[config.mk]
export PLATFORM = sky130hd
export DESIGN_NAME = continued_fraction_rational_approx_flat
export DESIGN_NICKNAME = d
export VERILOG_FILES = /design/src/design/cfra_pkg.sv /design/src/design/cfra_ifs.sv /design/src/design/continued_fraction_rational_approx.sv /design/src/design/cfra_regs.sv /design/src/design/cfra_engine.sv /design/src/flat_wrapper.sv
export SDC_FILE = /design/constraint.sdc
export NUM_CORES = 1
export LEC_CHECK = 0
export ABC_AREA = 1
export BUFFER_PORTS_ARGS = -buffer_cell sky130_fd_sc_hd__buf_2
export CORE_ASPECT_RATIO = 0.9
export CORE_UTILIZATION = 45
export CTS_CLUSTER_DIAMETER = 40
export DETAILED_ROUTE_END_ITERATION = 8
export PLACE_DENSITY_LB_ADDON = 0.25
export SETUP_SLACK_MARGIN = 0.2
export SLEW_MARGIN = 20
export SYNTH_ARGS = -nofsm -noshare
export SYNTH_HDL_FRONTEND = slang
export SYNTH_SLANG_ARGS = --single-unit
[constraint.sdc]
create_clock -name clk -period 12.85 [get_ports clk]
set_clock_uncertainty 0.2 [all_clocks]
set_input_delay 2.57 -clock clk [delete_from_list [all_inputs] [get_ports clk]]
set_output_delay 2.57 -clock clk [all_outputs]
set_load 0.02 [all_outputs]
[src/design/cfra_pkg.sv]
package cfra_pkg;

    // Field widths
    localparam int X_W      = 32;
    localparam int TOL_W    = 32;
    localparam int NUM_W    = 32;
    localparam int DEN_W    = 33;
    localparam int ITER_W   = 7;

    // Configuration port
    localparam int APB_DATA_W = 32;
    localparam int APB_ADDR_W = 3;
    localparam int REG_IDX_W  = 1;
    localparam logic [REG_IDX_W-1:0] REG_TOLERANCE = 1'b0;

    // Parameter defaults
    localparam int FRAC_BITS_DEF = 32;
    localparam int MAX_ITER_DEF  = 100;

    // Result of one expansion
    typedef struct packed {
        logic [NUM_W-1:0]  numerator;
        logic [DEN_W-1:0]  denominator;
        logic [ITER_W-1:0] iterations;
    } eng_res_t;

    // Engine status toward the top level
    typedef struct packed {
        logic idle;
        logic done;
    } eng_stat_t;

endpackage

[src/design/cfra_ifs.sv]
interface cfra_in_if
    import cfra_pkg::*;
();
    logic             valid;
    logic             ready;
    logic [X_W-1:0]   x_fraction;

    modport source (output valid, output x_fraction, input ready);
    modport sink   (input valid, input x_fraction, output ready);
endinterface

interface cfra_out_if
    import cfra_pkg::*;
();
    logic              valid;
    logic              ready;
    logic [NUM_W-1:0]  numerator;
    logic [DEN_W-1:0]  denominator;
    logic [ITER_W-1:0] iterations;

    modport source (output valid, output numerator, output denominator, output iterations,
                    input ready);
    modport sink   (input valid, input numerator, input denominator, input iterations,
                    output ready);
endinterface

[src/design/continued_fraction_rational_approx.sv]
// Channel  Dir  Handshake          Payload
// in_ch    in   valid/ready        x_fraction[31:0]
// out_ch   out  valid/ready        numerator[31:0], denominator[32:0], iterations[6:0]
// cfg      in   APB (pready = 1)   tolerance @ 0x0
//
// One transaction at a time; in_ch.ready is high only while the engine is idle.
// Each Euclid step runs the serial divider, after a serial b*tol check when
// tolerance is nonzero; both use the shift/add unit.
// rst_n clears the sequencer, output valid and tolerance (to 0).
// A result waits in the output register while the next transaction is taken.
module continued_fraction_rational_approx
    import cfra_pkg::*;
#(
    parameter int FRAC_BITS = FRAC_BITS_DEF,
    parameter int MAX_ITER  = MAX_ITER_DEF
)
(
    input  logic                  clk,
    input  logic                  rst_n,
    cfra_in_if.sink               in_ch,
    cfra_out_if.source            out_ch,
    input  logic                  psel,
    input  logic                  penable,
    input  logic                  pwrite,
    input  logic [APB_ADDR_W-1:0] paddr,
    input  logic [APB_DATA_W-1:0] pwdata,
    output logic [APB_DATA_W-1:0] prdata,
    output logic                  pready
);

    logic [TOL_W-1:0] tolerance;
    eng_stat_t        stat;
    eng_res_t         res;
    logic             start;
    logic             take;
    logic             out_valid_reg, out_valid_next;
    eng_res_t         out_reg, out_next;

    cfra_regs u_regs (
        .clk       (clk),
        .rst_n     (rst_n),
        .psel      (psel),
        .penable   (penable),
        .pwrite    (pwrite),
        .paddr     (paddr),
        .pwdata    (pwdata),
        .prdata    (prdata),
        .pready    (pready),
        .tolerance (tolerance)
    );

    cfra_engine #(
        .FRAC_BITS (FRAC_BITS),
        .MAX_ITER  (MAX_ITER)
    ) u_engine (
        .clk        (clk),
        .rst_n      (rst_n),
        .start      (start),
        .x_fraction (in_ch.x_fraction),
        .tolerance  (tolerance),
        .take       (take),
        .stat       (stat),
        .res        (res)
    );

    // Input handshake
    assign in_ch.ready = stat.idle;
    assign start       = in_ch.valid && stat.idle;

    // Output register: load when empty or being drained
    assign take = stat.done && (!out_valid_reg || out_ch.ready);

    always_comb
    begin
        out_valid_next = out_valid_reg;
        out_next       = out_reg;
        if (take)
        begin
            out_valid_next = 1'b1;
            out_next       = res;
        end
        else if (out_ch.ready)
        begin
            out_valid_next = 1'b0;
        end
    end

    always_ff @(posedge clk or negedge rst_n)
    begin
        if (!rst_n)
        begin
            out_valid_reg <= 1'b0;
        end
        else
        begin
            out_valid_reg <= out_valid_next;
        end
    end

    always_ff @(posedge clk)
    begin
        out_reg <= out_next;
    end

    assign out_ch.valid       = out_valid_reg;
    assign out_ch.numerator   = out_reg.numerator;
    assign out_ch.denominator = out_reg.denominator;
    assign out_ch.iterations  = out_reg.iterations;

endmodule

[src/design/cfra_regs.sv]
module cfra_regs
    import cfra_pkg::*;
(
    input  logic                  clk,
    input  logic                  rst_n,
    input  logic                  psel,
    input  logic                  penable,
    input  logic                  pwrite,
    input  logic [APB_ADDR_W-1:0] paddr,
    input  logic [APB_DATA_W-1:0] pwdata,
    output logic [APB_DATA_W-1:0] prdata,
    output logic                  pready,
    output logic [TOL_W-1:0]      tolerance
);

    logic [TOL_W-1:0]     tol_reg;
    logic [TOL_W-1:0]     tol_next;
    logic [REG_IDX_W-1:0] reg_idx;
    logic                 wr_en;

    assign pready  = 1'b1;
    assign reg_idx = paddr[APB_ADDR_W-1:2];
    assign wr_en   = psel && penable && pwrite;

    // Register write
    always_comb
    begin
        tol_next = tol_reg;
        if (wr_en && reg_idx == REG_TOLERANCE)
        begin
            tol_next = pwdata[TOL_W-1:0];
        end
    end

    always_ff @(posedge clk or negedge rst_n)
    begin
        if (!rst_n)
        begin
            tol_reg <= '0;
        end
        else
        begin
            tol_reg <= tol_next;
        end
    end

    // Readback
    always_comb
    begin
        prdata = '0;
        if (reg_idx == REG_TOLERANCE)
        begin
            prdata = APB_DATA_W'(tol_reg);
        end
    end

    assign tolerance = tol_reg;

endmodule

[src/design/cfra_engine.sv]
module cfra_engine
    import cfra_pkg::*;
#(
    parameter int FRAC_BITS = FRAC_BITS_DEF,
    parameter int MAX_ITER  = MAX_ITER_DEF
)
(
    input  logic             clk,
    input  logic             rst_n,
    input  logic             start,
    input  logic [X_W-1:0]   x_fraction,
    input  logic [TOL_W-1:0] tolerance,
    input  logic             take,
    output eng_stat_t        stat,
    output eng_res_t         res
);

    localparam int F       = FRAC_BITS;
    localparam int W       = FRAC_BITS + 1;
    localparam int CNT_MAX = (W > TOL_W) ? W : TOL_W;
    localparam int CNT_W   = $clog2(CNT_MAX);

    localparam logic [W-1:0]      U_INIT  = {1'b1, {F{1'b0}}};
    localparam logic [W:0]        CAP     = {1'b0, 1'b1, {F{1'b0}}};
    localparam logic [ITER_W-1:0] K_MAX   = ITER_W'(MAX_ITER);
    localparam logic [ITER_W-1:0] K_LIMIT = ITER_W'(MAX_ITER + 1);

    // Sequencer states
    localparam logic [2:0] S_IDLE  = 3'd0;
    localparam logic [2:0] S_CHECK = 3'd1;
    localparam logic [2:0] S_MUL   = 3'd2;
    localparam logic [2:0] S_DEC   = 3'd3;
    localparam logic [2:0] S_DIV   = 3'd4;
    localparam logic [2:0] S_UPD   = 3'd5;
    localparam logic [2:0] S_DONE  = 3'd6;

    logic [2:0]        state_reg, state_next;
    logic [CNT_W-1:0]  cnt_reg,   cnt_next;
    logic [ITER_W-1:0] k_reg,     k_next;
    logic [W-1:0]      u_reg,     u_next;
    logic [F-1:0]      v_reg,     v_next;
    logic [W-1:0]      a_reg,     a_next;
    logic [W-1:0]      b_reg,     b_next;
    logic [W-1:0]      ap_reg,    ap_next;
    logic [W-1:0]      bp_reg,    bp_next;
    logic [W:0]        acc_reg,   acc_next;
    logic [TOL_W-1:0]  tsh_reg,   tsh_next;
    logic [W-1:0]      rem_reg,   rem_next;
    logic [W-1:0]      dv_reg,    dv_next;
    logic [W-1:0]      aa_reg,    aa_next;
    logic [W-1:0]      ba_reg,    ba_next;

    logic [W:0]        mul_sum;
    logic [W-1:0]      shifted;
    logic              ge;
    logic              tol_ok;

    // Shared shift/add unit: tolerance product and divider step
    always_comb
    begin
        mul_sum = {acc_reg[W-1:0], 1'b0}
                  + (tsh_reg[TOL_W-1] ? {1'b0, b_reg} : {(W+1){1'b0}});
        shifted = {rem_reg[W-2:0], dv_reg[W-1]};
        ge      = shifted >= {1'b0, v_reg};
        tol_ok  = (tolerance == '0) ? (v_reg == '0) : (acc_reg >= {2'b00, v_reg});
    end

    // Sequencer
    always_comb
    begin
        state_next = state_reg;
        cnt_next   = cnt_reg;
        k_next     = k_reg;
        u_next     = u_reg;
        v_next     = v_reg;
        a_next     = a_reg;
        b_next     = b_reg;
        ap_next    = ap_reg;
        bp_next    = bp_reg;
        acc_next   = acc_reg;
        tsh_next   = tsh_reg;
        rem_next   = rem_reg;
        dv_next    = dv_reg;
        aa_next    = aa_reg;
        ba_next    = ba_reg;

        unique case (state_reg)
            S_IDLE:
            begin
                if (start)
                begin
                    u_next     = U_INIT;
                    v_next     = F'(x_fraction);
                    a_next     = '0;
                    b_next     = W'(1);
                    ap_next    = W'(1);
                    bp_next    = '0;
                    k_next     = '0;
                    state_next = S_CHECK;
                end
            end
            S_CHECK:
            begin
                // exact tolerance skips the product
                if (tolerance == '0)
                begin
                    state_next = S_DEC;
                end
                else
                begin
                    acc_next   = '0;
                    tsh_next   = tolerance;
                    cnt_next   = CNT_W'(TOL_W - 1);
                    state_next = S_MUL;
                end
            end
            S_MUL:
            begin
                // MSB-first b*tol, clamped above any remainder
                acc_next = (mul_sum > CAP) ? CAP : mul_sum;
                tsh_next = {tsh_reg[TOL_W-2:0], 1'b0};
                if (cnt_reg == '0)
                begin
                    state_next = S_DEC;
                end
                else
                begin
                    cnt_next = cnt_reg - CNT_W'(1);
                end
            end
            S_DEC:
            begin
                priority if (tol_ok)
                begin
                    state_next = S_DONE;
                end
                else if (k_reg >= K_MAX)
                begin
                    k_next     = K_LIMIT;
                    state_next = S_DONE;
                end
                else if (v_reg == '0)
                begin
                    state_next = S_DONE;
                end
                else
                begin
                    rem_next   = '0;
                    dv_next    = u_reg;
                    aa_next    = '0;
                    ba_next    = '0;
                    cnt_next   = CNT_W'(W - 1);
                    state_next = S_DIV;
                end
            end
            S_DIV:
            begin
                // restoring division, quotient bit folded into q*a and q*b
                rem_next = ge ? (shifted - {1'b0, v_reg}) : shifted;
                dv_next  = {dv_reg[W-2:0], 1'b0};
                aa_next  = {aa_reg[W-2:0], 1'b0} + (ge ? a_reg : {W{1'b0}});
                ba_next  = {ba_reg[W-2:0], 1'b0} + (ge ? b_reg : {W{1'b0}});
                if (cnt_reg == '0)
                begin
                    state_next = S_UPD;
                end
                else
                begin
                    cnt_next = cnt_reg - CNT_W'(1);
                end
            end
            S_UPD:
            begin
                // three-term recurrence and Euclid shift
                a_next     = aa_reg + ap_reg;
                b_next     = ba_reg + bp_reg;
                ap_next    = a_reg;
                bp_next    = b_reg;
                u_next     = {1'b0, v_reg};
                v_next     = rem_reg[F-1:0];
                k_next     = k_reg + ITER_W'(1);
                state_next = S_CHECK;
            end
            S_DONE:
            begin
                if (take)
                begin
                    state_next = S_IDLE;
                end
            end
            default:
            begin
                state_next = S_IDLE;
            end
        endcase
    end

    // Control state
    always_ff @(posedge clk or negedge rst_n)
    begin
        if (!rst_n)
        begin
            state_reg <= S_IDLE;
            cnt_reg   <= '0;
            k_reg     <= '0;
        end
        else
        begin
            state_reg <= state_next;
            cnt_reg   <= cnt_next;
            k_reg     <= k_next;
        end
    end

    // Datapath
    always_ff @(posedge clk)
    begin
        u_reg   <= u_next;
        v_reg   <= v_next;
        a_reg   <= a_next;
        b_reg   <= b_next;
        ap_reg  <= ap_next;
        bp_reg  <= bp_next;
        acc_reg <= acc_next;
        tsh_reg <= tsh_next;
        rem_reg <= rem_next;
        dv_reg  <= dv_next;
        aa_reg  <= aa_next;
        ba_reg  <= ba_next;
    end

    assign stat.idle       = (state_reg == S_IDLE);
    assign stat.done       = (state_reg == S_DONE);
    assign res.numerator   = NUM_W'(a_reg);
    assign res.denominator = DEN_W'(b_reg);
    assign res.iterations  = k_reg;

`ifndef NO_ASSERTIONS
    a_div_nonzero: assert property (@(posedge clk) disable iff (!rst_n)
        state_reg == S_DIV |-> v_reg != '0)
        else $error("divider running with zero divisor");
    a_rem_below: assert property (@(posedge clk) disable iff (!rst_n)
        state_reg == S_DIV |-> rem_reg < {1'b0, v_reg})
        else $error("partial remainder not below divisor");
    a_rem_shrinks: assert property (@(posedge clk) disable iff (!rst_n)
        state_reg == S_UPD |=> v_reg < $past(v_reg))
        else $error("Euclid remainder did not decrease");
    a_num_le_den: assert property (@(posedge clk) disable iff (!rst_n)
        state_reg == S_DEC |-> (b_reg != '0 && a_reg <= b_reg))
        else $error("convergent out of range");
    a_iter_bound: assert property (@(posedge clk) disable iff (!rst_n)
        state_reg == S_DIV |-> k_reg < K_MAX)
        else $error("step started past iteration limit");
`endif

endmodule

[src/flat_wrapper.sv]
// flat-port wrapper written by rule: the top's interface ports become plain ports
module continued_fraction_rational_approx_flat import cfra_pkg::*;
#(
    parameter int FRAC_BITS = FRAC_BITS_DEF,
    parameter int MAX_ITER  = MAX_ITER_DEF
)
  (clk, rst_n, psel, penable, pwrite, paddr, pwdata, prdata, pready, in_ch_valid, in_ch_x_fraction, in_ch_ready, out_ch_valid, out_ch_numerator, out_ch_denominator, out_ch_iterations, out_ch_ready);
  cfra_in_if in_ch_i ();
  cfra_out_if out_ch_i ();
  input  logic clk;
  input  logic rst_n;
  input  logic psel;
  input  logic penable;
  input  logic pwrite;
  input  logic [APB_ADDR_W-1:0] paddr;
  input  logic [APB_DATA_W-1:0] pwdata;
  output logic [APB_DATA_W-1:0] prdata;
  output logic pready;
  input wire logic [$bits(in_ch_i.valid)-1:0] in_ch_valid;
  input wire logic [$bits(in_ch_i.x_fraction)-1:0] in_ch_x_fraction;
  output wire logic [$bits(in_ch_i.ready)-1:0] in_ch_ready;
  output wire logic [$bits(out_ch_i.valid)-1:0] out_ch_valid;
  output wire logic [$bits(out_ch_i.numerator)-1:0] out_ch_numerator;
  output wire logic [$bits(out_ch_i.denominator)-1:0] out_ch_denominator;
  output wire logic [$bits(out_ch_i.iterations)-1:0] out_ch_iterations;
  input wire logic [$bits(out_ch_i.ready)-1:0] out_ch_ready;
  assign in_ch_i.valid = in_ch_valid;
  assign in_ch_i.x_fraction = in_ch_x_fraction;
  assign in_ch_ready = in_ch_i.ready;
  assign out_ch_valid = out_ch_i.valid;
  assign out_ch_numerator = out_ch_i.numerator;
  assign out_ch_denominator = out_ch_i.denominator;
  assign out_ch_iterations = out_ch_i.iterations;
  assign out_ch_i.ready = out_ch_ready;
  continued_fraction_rational_approx #(.FRAC_BITS(FRAC_BITS), .MAX_ITER(MAX_ITER)) u_core (.clk(clk), .rst_n(rst_n), .in_ch(in_ch_i), .out_ch(out_ch_i), .psel(psel), .penable(penable), .pwrite(pwrite), .paddr(paddr), .pwdata(pwdata), .prdata(prdata), .pready(pready));
endmodule
==> results of run 1 <==
-- cell families after synthesis --
group           count (synthesis)  share of synthesized area [%]
compound gates                787                          13.68
xor+xnor                       44                          1.223
fa+ha+maj                     230                          9.275
buf+inv                       604                          7.346
flops                         512                          48.01
other cells                     2                        0.02383
simple gates                 1595                          20.44
-- layout make-up --
class / count / area, sq um
tap: 930 / 1164
timing repair buffer: 193 / 1018
multi-input combinational: 2658 / 14110
clock buffer: 97 / 2246
fill: 6435 / 32490
sequential: 512 / 15130
clock inverter: 65 / 772.0
inverter: 521 / 1959
-- per-stage QoR --
step           cell area (sq um)  total power, mW  setup slack, ns  hold WS (ns)  util (%)
2_1_floorplan              31510            6.218           0.9897        0.2264         -
3_3_place_gp               33380            7.348            6.777        0.2318     48.45
4_1_cts                    36390            9.814            6.757        0.2446     52.83
5_1_grt                    36400            10.54            6.325        0.2584     52.84
3_5_place_dp               33380            7.409            6.761        0.2324     48.45
6_report                   36400            9.814            6.761        0.2433     52.84
-- cells in the final DEF (no fill, tap or decap), types with 12 or more instances in the layout --
| master | synthesis | final |
|---|---|---|
| a21o_1 | 18 | 18 |
| nor2_1 | 541 | 539 |
| buf_4 | 3 | 15 |
| dfrtp_1 | 49 | 49 |
| a21oi_1 | 374 | 374 |
| nor4_1 | 29 | 29 |
| o21a_1 | 36 | 36 |
| nor3_1 | 27 | 25 |
| nand2_1 | 826 | 824 |
| edfxtp_1 | 463 | 463 |
| clkinvlp_4 | 0 | 12 |
| o21bai_1 | 19 | 19 |
| nand3_1 | 89 | 89 |
| clkbuf_16 | 0 | 88 |
| buf_2 | 11 | 177 |
| ha_1 | 224 | 224 |
| inv_1 | 518 | 517 |
| xnor2_1 | 29 | 29 |
| xor2_1 | 15 | 15 |
| a31oi_1 | 27 | 27 |
| o21ai_0 | 256 | 256 |
| nand4_1 | 42 | 42 |
-- power groups by stage --
stage	Clock, mW	Sequential (mW)	Combinational (mW)
floorplan	0	2.92	3.29
global placement	0	2.93	4.42
detailed placement	0	2.94	4.47
CTS	2.40	2.92	4.50
global route	2.47	2.97	5.10
finish	2.37	2.92	4.53
-- how the worst max path moves through the flow --
stage / cells after the start / from / endpoint / slack, ns
after floorplan: 12 / u_core.u_engine.v_reg[7] / u_core.u_engine.aa_reg[0] / 0.99
after global placement: 3 / paddr[2] / prdata[10] / 6.78
after detailed placement: 3 / paddr[2] / prdata[10] / 6.76
after CTS: 3 / paddr[2] / prdata[10] / 6.76
after global routing: 25 / u_core.u_engine.v_reg[2] / u_core.u_engine.ba_reg[25] / 6.32
final: 3 / paddr[2] / prdata[10] / 6.76
-- routing by layer --
layer  track usage [%]  routed length (um)
met1             33.38               39750
met2             38.17               37780
met3             4.733                5890
met4             7.760                2424
met5                 0                  11
==> out/metrics.yaml, run 1 <==
ys_seq_area_share_pct: 48.01
drtIter0Drc: 2039
firstDrtPassIters: 6
reg2reg_depth: 25
path_common_cell: "buf_2"
antenna_left: 0
power_frac_seq_pct: 29.8
clk_latency_ns: 0.64
antennaDiodeCount: 0
min_from: "u_core.u_engine.a_reg[21]"
crit_arrival_ns: 3.32
cpMaxStageDelayCell: "buf_2"
dp_hpwl_mm: 63.97
path_cells: "buf_2 -> nor2_1 -> buf_2"
synth_edf_count: 463
cpPeakStageDelay_ns: 0.45
rsz0062_at_grt: "false"
synth.most_common_cell: "nand2_1"
p_int_mw: 5.450
ctsResizeCount: 0
grt_max_degree: 167
syn_area_sq_um: 31510
grt_pass1_vias: 24817
pwr-share-comb_pct: 46.1
vias: 26199
outcome: "completed"
synth_area_leaders: "edfxtp_1 44%, nand2_1 9.8%, ha_1 8.9%"
area_delta_synth_final_pct: 15.50
crit_required_ns: 10.08
synth.ff_latch_count: 512
worst_slew_pin_slew_ns: 1.098
start_kind: "primary input"
pin_count: 181
crit_buf_inv: 2
die_y_um: 253.0
largest_reg_flops: 34
dieArea_sq_um: 71090
vias_per_cell: 5.265
place_inst: 4814
grtUsageTotal_pct: 24.20
rows: 91
p_leak_nw: 16.34
syn_area_per_cell_sq_um: 8.350
hold_depth: 0
period_needed_ns: 6.089
portBuffers: 177
critPathMaxFanout: 33
r2r_slack_ns: 7.03
cts_buffers: 86
p_sw_mw: 4.363
yosys_warnings: 0
routed_wl_mm: 85.85
sw_frac_of_total_pct: 44.46
netlist_top_cells_count: "826 x nand2_1, 541 x nor2_1, 518 x inv_1"
cts.sinks: 512
post_cts_buffers: 0
drive_above_1_share_pct: 9.194
ctsHoldBuffers: 0
criticalPathCategory: "primary input to primary output"
drv_slew: 0
hold_end: "u_core.out_ch.numerator[21]"
power_frac_clock_pct: 24.1
yosys.cell_types.count: 50
hold_class: "flop to flop"
cts.clk_slew.worst_paths_ns: 0.05
drv_cap: 0
rr_endpoint: "u_core.u_engine.ba_reg[25]"
fmax_ghz: 0.1642
cts-root-buf: "clkbuf_16"
synth_nets: 4078
ir_worst_vdd_uv: 145.0
grt_pass1_wl_mm: 133.9
final-setup-viol-count: 0
cts_tree: "done"
overflow: 0
async_flop_share_pct: 9.570
place_congestion: 0.9531
layout.cells.non_filler: 4976
rr_startpoint: "u_core.u_engine.v_reg[14]"
path_delay_family: "buffers and inverters"
critPathCaptureType: "primary output"
finalCritPeriodShare_pct: 47.39
dieWidth_um: 280.9
finalSetupTns_ns: 0
yosys_most_used_dff: "edfxtp_1"
core-area_sq_um: 68880
h-tree-depth: 3
initial_core_util_pct: 45.75
synth_top_cell_by_area: "edfxtp_1"
syn_inst: 3774
power.density_nw_per_um2: 269.6
netlist.area_leader.share_pct: 44.12
antenna_found_initial: 2
hold_viol: 0
cts.path.max_buffers: 3
drt-wirelength-per-cell_um: 17.25
fin_nets: 4276
drc: 0
relSlewSlack_pct: 26.77
Power figures use the tool's default switching activity.
==> run 2: changes to the inputs <==
==> constraint.sdc (replaced) <==
create_clock -name clk -period 5.3 [get_ports clk]
set_clock_uncertainty 0.2 [all_clocks]
set_input_delay 1.06 -clock clk [delete_from_list [all_inputs] [get_ports clk]]
set_output_delay 1.06 -clock clk [all_outputs]
set_load 0.02 [all_outputs]
==> run 2 against run 1 <==
Effect of this change:
- first-iteration DRC count is 1.2% lower
- non-clock buffer count is 9 higher
- wire length is 1.5% higher
- global-route usage is 0.34 points higher
- clock power is 140% higher
- via count is 0.79% higher
- sequential share of layout area is 0.16 points lower
- die area stayed put
- sequential power is 140% higher
==> out/metrics.yaml, run 2 (synthesis results as in run 1) <==
vias_per_cell: 5.300
core-area_sq_um: 68880
grt_pass1_vias: 24664
finalCritPeriodShare_pct: 87.79
p_leak_nw: 16.40
cts_tree: "done"
cts_buffers: 86
drc: 0
dr_wl_met3_mm: 6.271
cts.path.max_buffers: 3
top_layer: "met4"
crit_required_ns: 5.49
relSlewSlack_pct: 27.40
antenna_left: 0
grt_pass1_wl_mm: 135.3
final-setup-viol-count: 0
h-tree-depth: 3
nFillCells: 6487
outcome: "completed"
dr_wl_met2_mm: 37.57
dp_hpwl_mm: 64.90
portBuffers: 177
area_delta_synth_final_pct: 15.95
cpMaxStageDelayCell: "edfxtp_1"
drtIter0Drc: 2015
antennaDiodeCount: 0
critPathCaptureType: "flop"
power.density_nw_per_um2: 654.3
period_needed_ns: 4.653
post-place-ws_ns: 0.3035
crit_arrival_ns: 4.85
reg2reg_depth: 24
worst_slew_pin_slew_ns: 1.089
firstDrtPassIters: 5
finalSetupTns_ns: 0
start_kind: "flop"
place_congestion: 0.9665
pin_count: 181
vias: 26407
initial_core_util_pct: 45.75
fin_nets: 4285
ir_worst_vdd_uv: 501.3
cts.sinks: 512
dieArea_sq_um: 71090
drt-wirelength-per-cell_um: 17.49
rsz0062_at_grt: "true"
die_y_um: 253.0
cpPeakStageDelay_ns: 0.39
drv_slew: 0
hold_class: "primary input to asynchronous set/reset pin"
hold_viol: 0
grtUsageTotal_pct: 24.54
power.total_mw: 23.91
cts.clk_slew.worst_paths_ns: 0.06
final_common_cell: "nand2_1"
drv_cap: 0
path_cells: "inv_1 -> ha_1 -> a21oi_1 -> nand2_1 -> a21oi_2 -> o21ai_1 -> nand3b_1 -> nand3_1 -> nand2_1 -> nand2_2 -> inv_2 -> nor2_1 -> ha_1 -> fa_1 -> nand2_1 -> nand2_1 -> o21ai_1 -> o21ai_2 -> a31oi_1 -> o21bai_1 -> a21oi_1 -> o21ai_0 -> nor2_1 -> nor2_1"
overflow: 0
grt_max_degree: 104
whs_ns: 0.1694
clk_latency_ns: 0.65
critPathMaxFanout: 5
cts-root-buf: "clkbuf_16"
timing.final.ws_setup_ns: 0.6473
ctsHoldBuffers: 0
routed_wl_mm: 87.13
fmax_ghz: 0.2149
rows: 91
largest_reg_flops: 34
drive_above_1_share_pct: 10.12
dieWidth_um: 280.9
criticalPathCategory: "flop to flop"
path_common_cell: "nand2_1"
layout_common_cells: "824 x nand2_1, 539 x nor2_1, 508 x inv_1, 463 x edfxtp_1, 369 x a21oi_1"
met1_length_mm: 40.70
antenna_found_initial: 2
-- run 2: cell count changes in the layout (fill, tap and decap cells not counted), moves of 7 or more --
cell        before  now
clkinv_4         7   14
clkinvlp_4      12    5
o21ai_0        256  247
inv_2            2   11
inv_1          517  508
-- run 2: power breakdown --
part	internal [mW]	switching [mW]
registers	6.24	0.905
logic	3.48	7.66
clock network	3.47	2.15
-- run 2: stage by stage --
stage	instances	cell area (sq um)	utilization [%]
after global routing	4982	36540	53.04
after CTS	4982	36470	52.94
after global placement	4822	33530	48.67
after floorplan	3774	31590	-
after detailed placement	4823	33550	48.70
final	4982	36540	53.04
-- run 2: path summary, 6_finish.rpt --
kind	start	end	slack, ns
max in group asynchronous	rst_n	u_core.u_engine.cnt_reg[0]	4.17
worst min register to register	u_core.u_engine.a_reg[15]	u_core.out_ch.numerator[15]	0.24
worst max-delay path	u_core.u_engine.v_reg[2]	u_core.u_engine.ba_reg[25]	0.65
min in group clk	u_core.u_engine.a_reg[15]	u_core.out_ch.numerator[15]	0.24
worst min-delay path	rst_n	u_core.u_regs.tolerance[18]	0.17
worst max register to register	u_core.u_engine.v_reg[2]	u_core.u_engine.ba_reg[25]	0.65
-- run 2: worst max-delay path: cells and delay by family (launching register included) --
kind	cells	cell delay (ns)
flops	1	0.39
buf+inv	2	0.27
fa+ha+maj	3	0.90
compound gates	9	1.66
simple gates	10	0.98
-- run 2: layer usage --
| layer | global-route usage (%) | vias to the layer above |
|---|---|---|
| met3 | 4.909 | 150 |
| met5 | 0 | - |
| met4 | 8.181 | 0 |
| met2 | 37.18 | 796 |
| li1 | - | 13184 |
| met1 | 34.95 | 12277 |
-- run 2: layout make-up --
cell class / count / area [sq um] / area share (%)
repair buffers: 202 / 1122 / 3.072
inverters: 521 / 1959 / 5.363
well taps: 930 / 1164 / 3.185
multi-input cells: 2658 / 14240 / 38.97
flip-flops and latches: 512 / 15130 / 41.41
clock inverters: 65 / 708.2 / 1.938
clock buffers: 94 / 2213 / 6.058
-- run 2: what timing repair did --
item	CTS	global route
endpoints found under the hold margin	0	0
setup endpoints to repair	0	29
buffers inserted	0	0
resized for setup	0	27
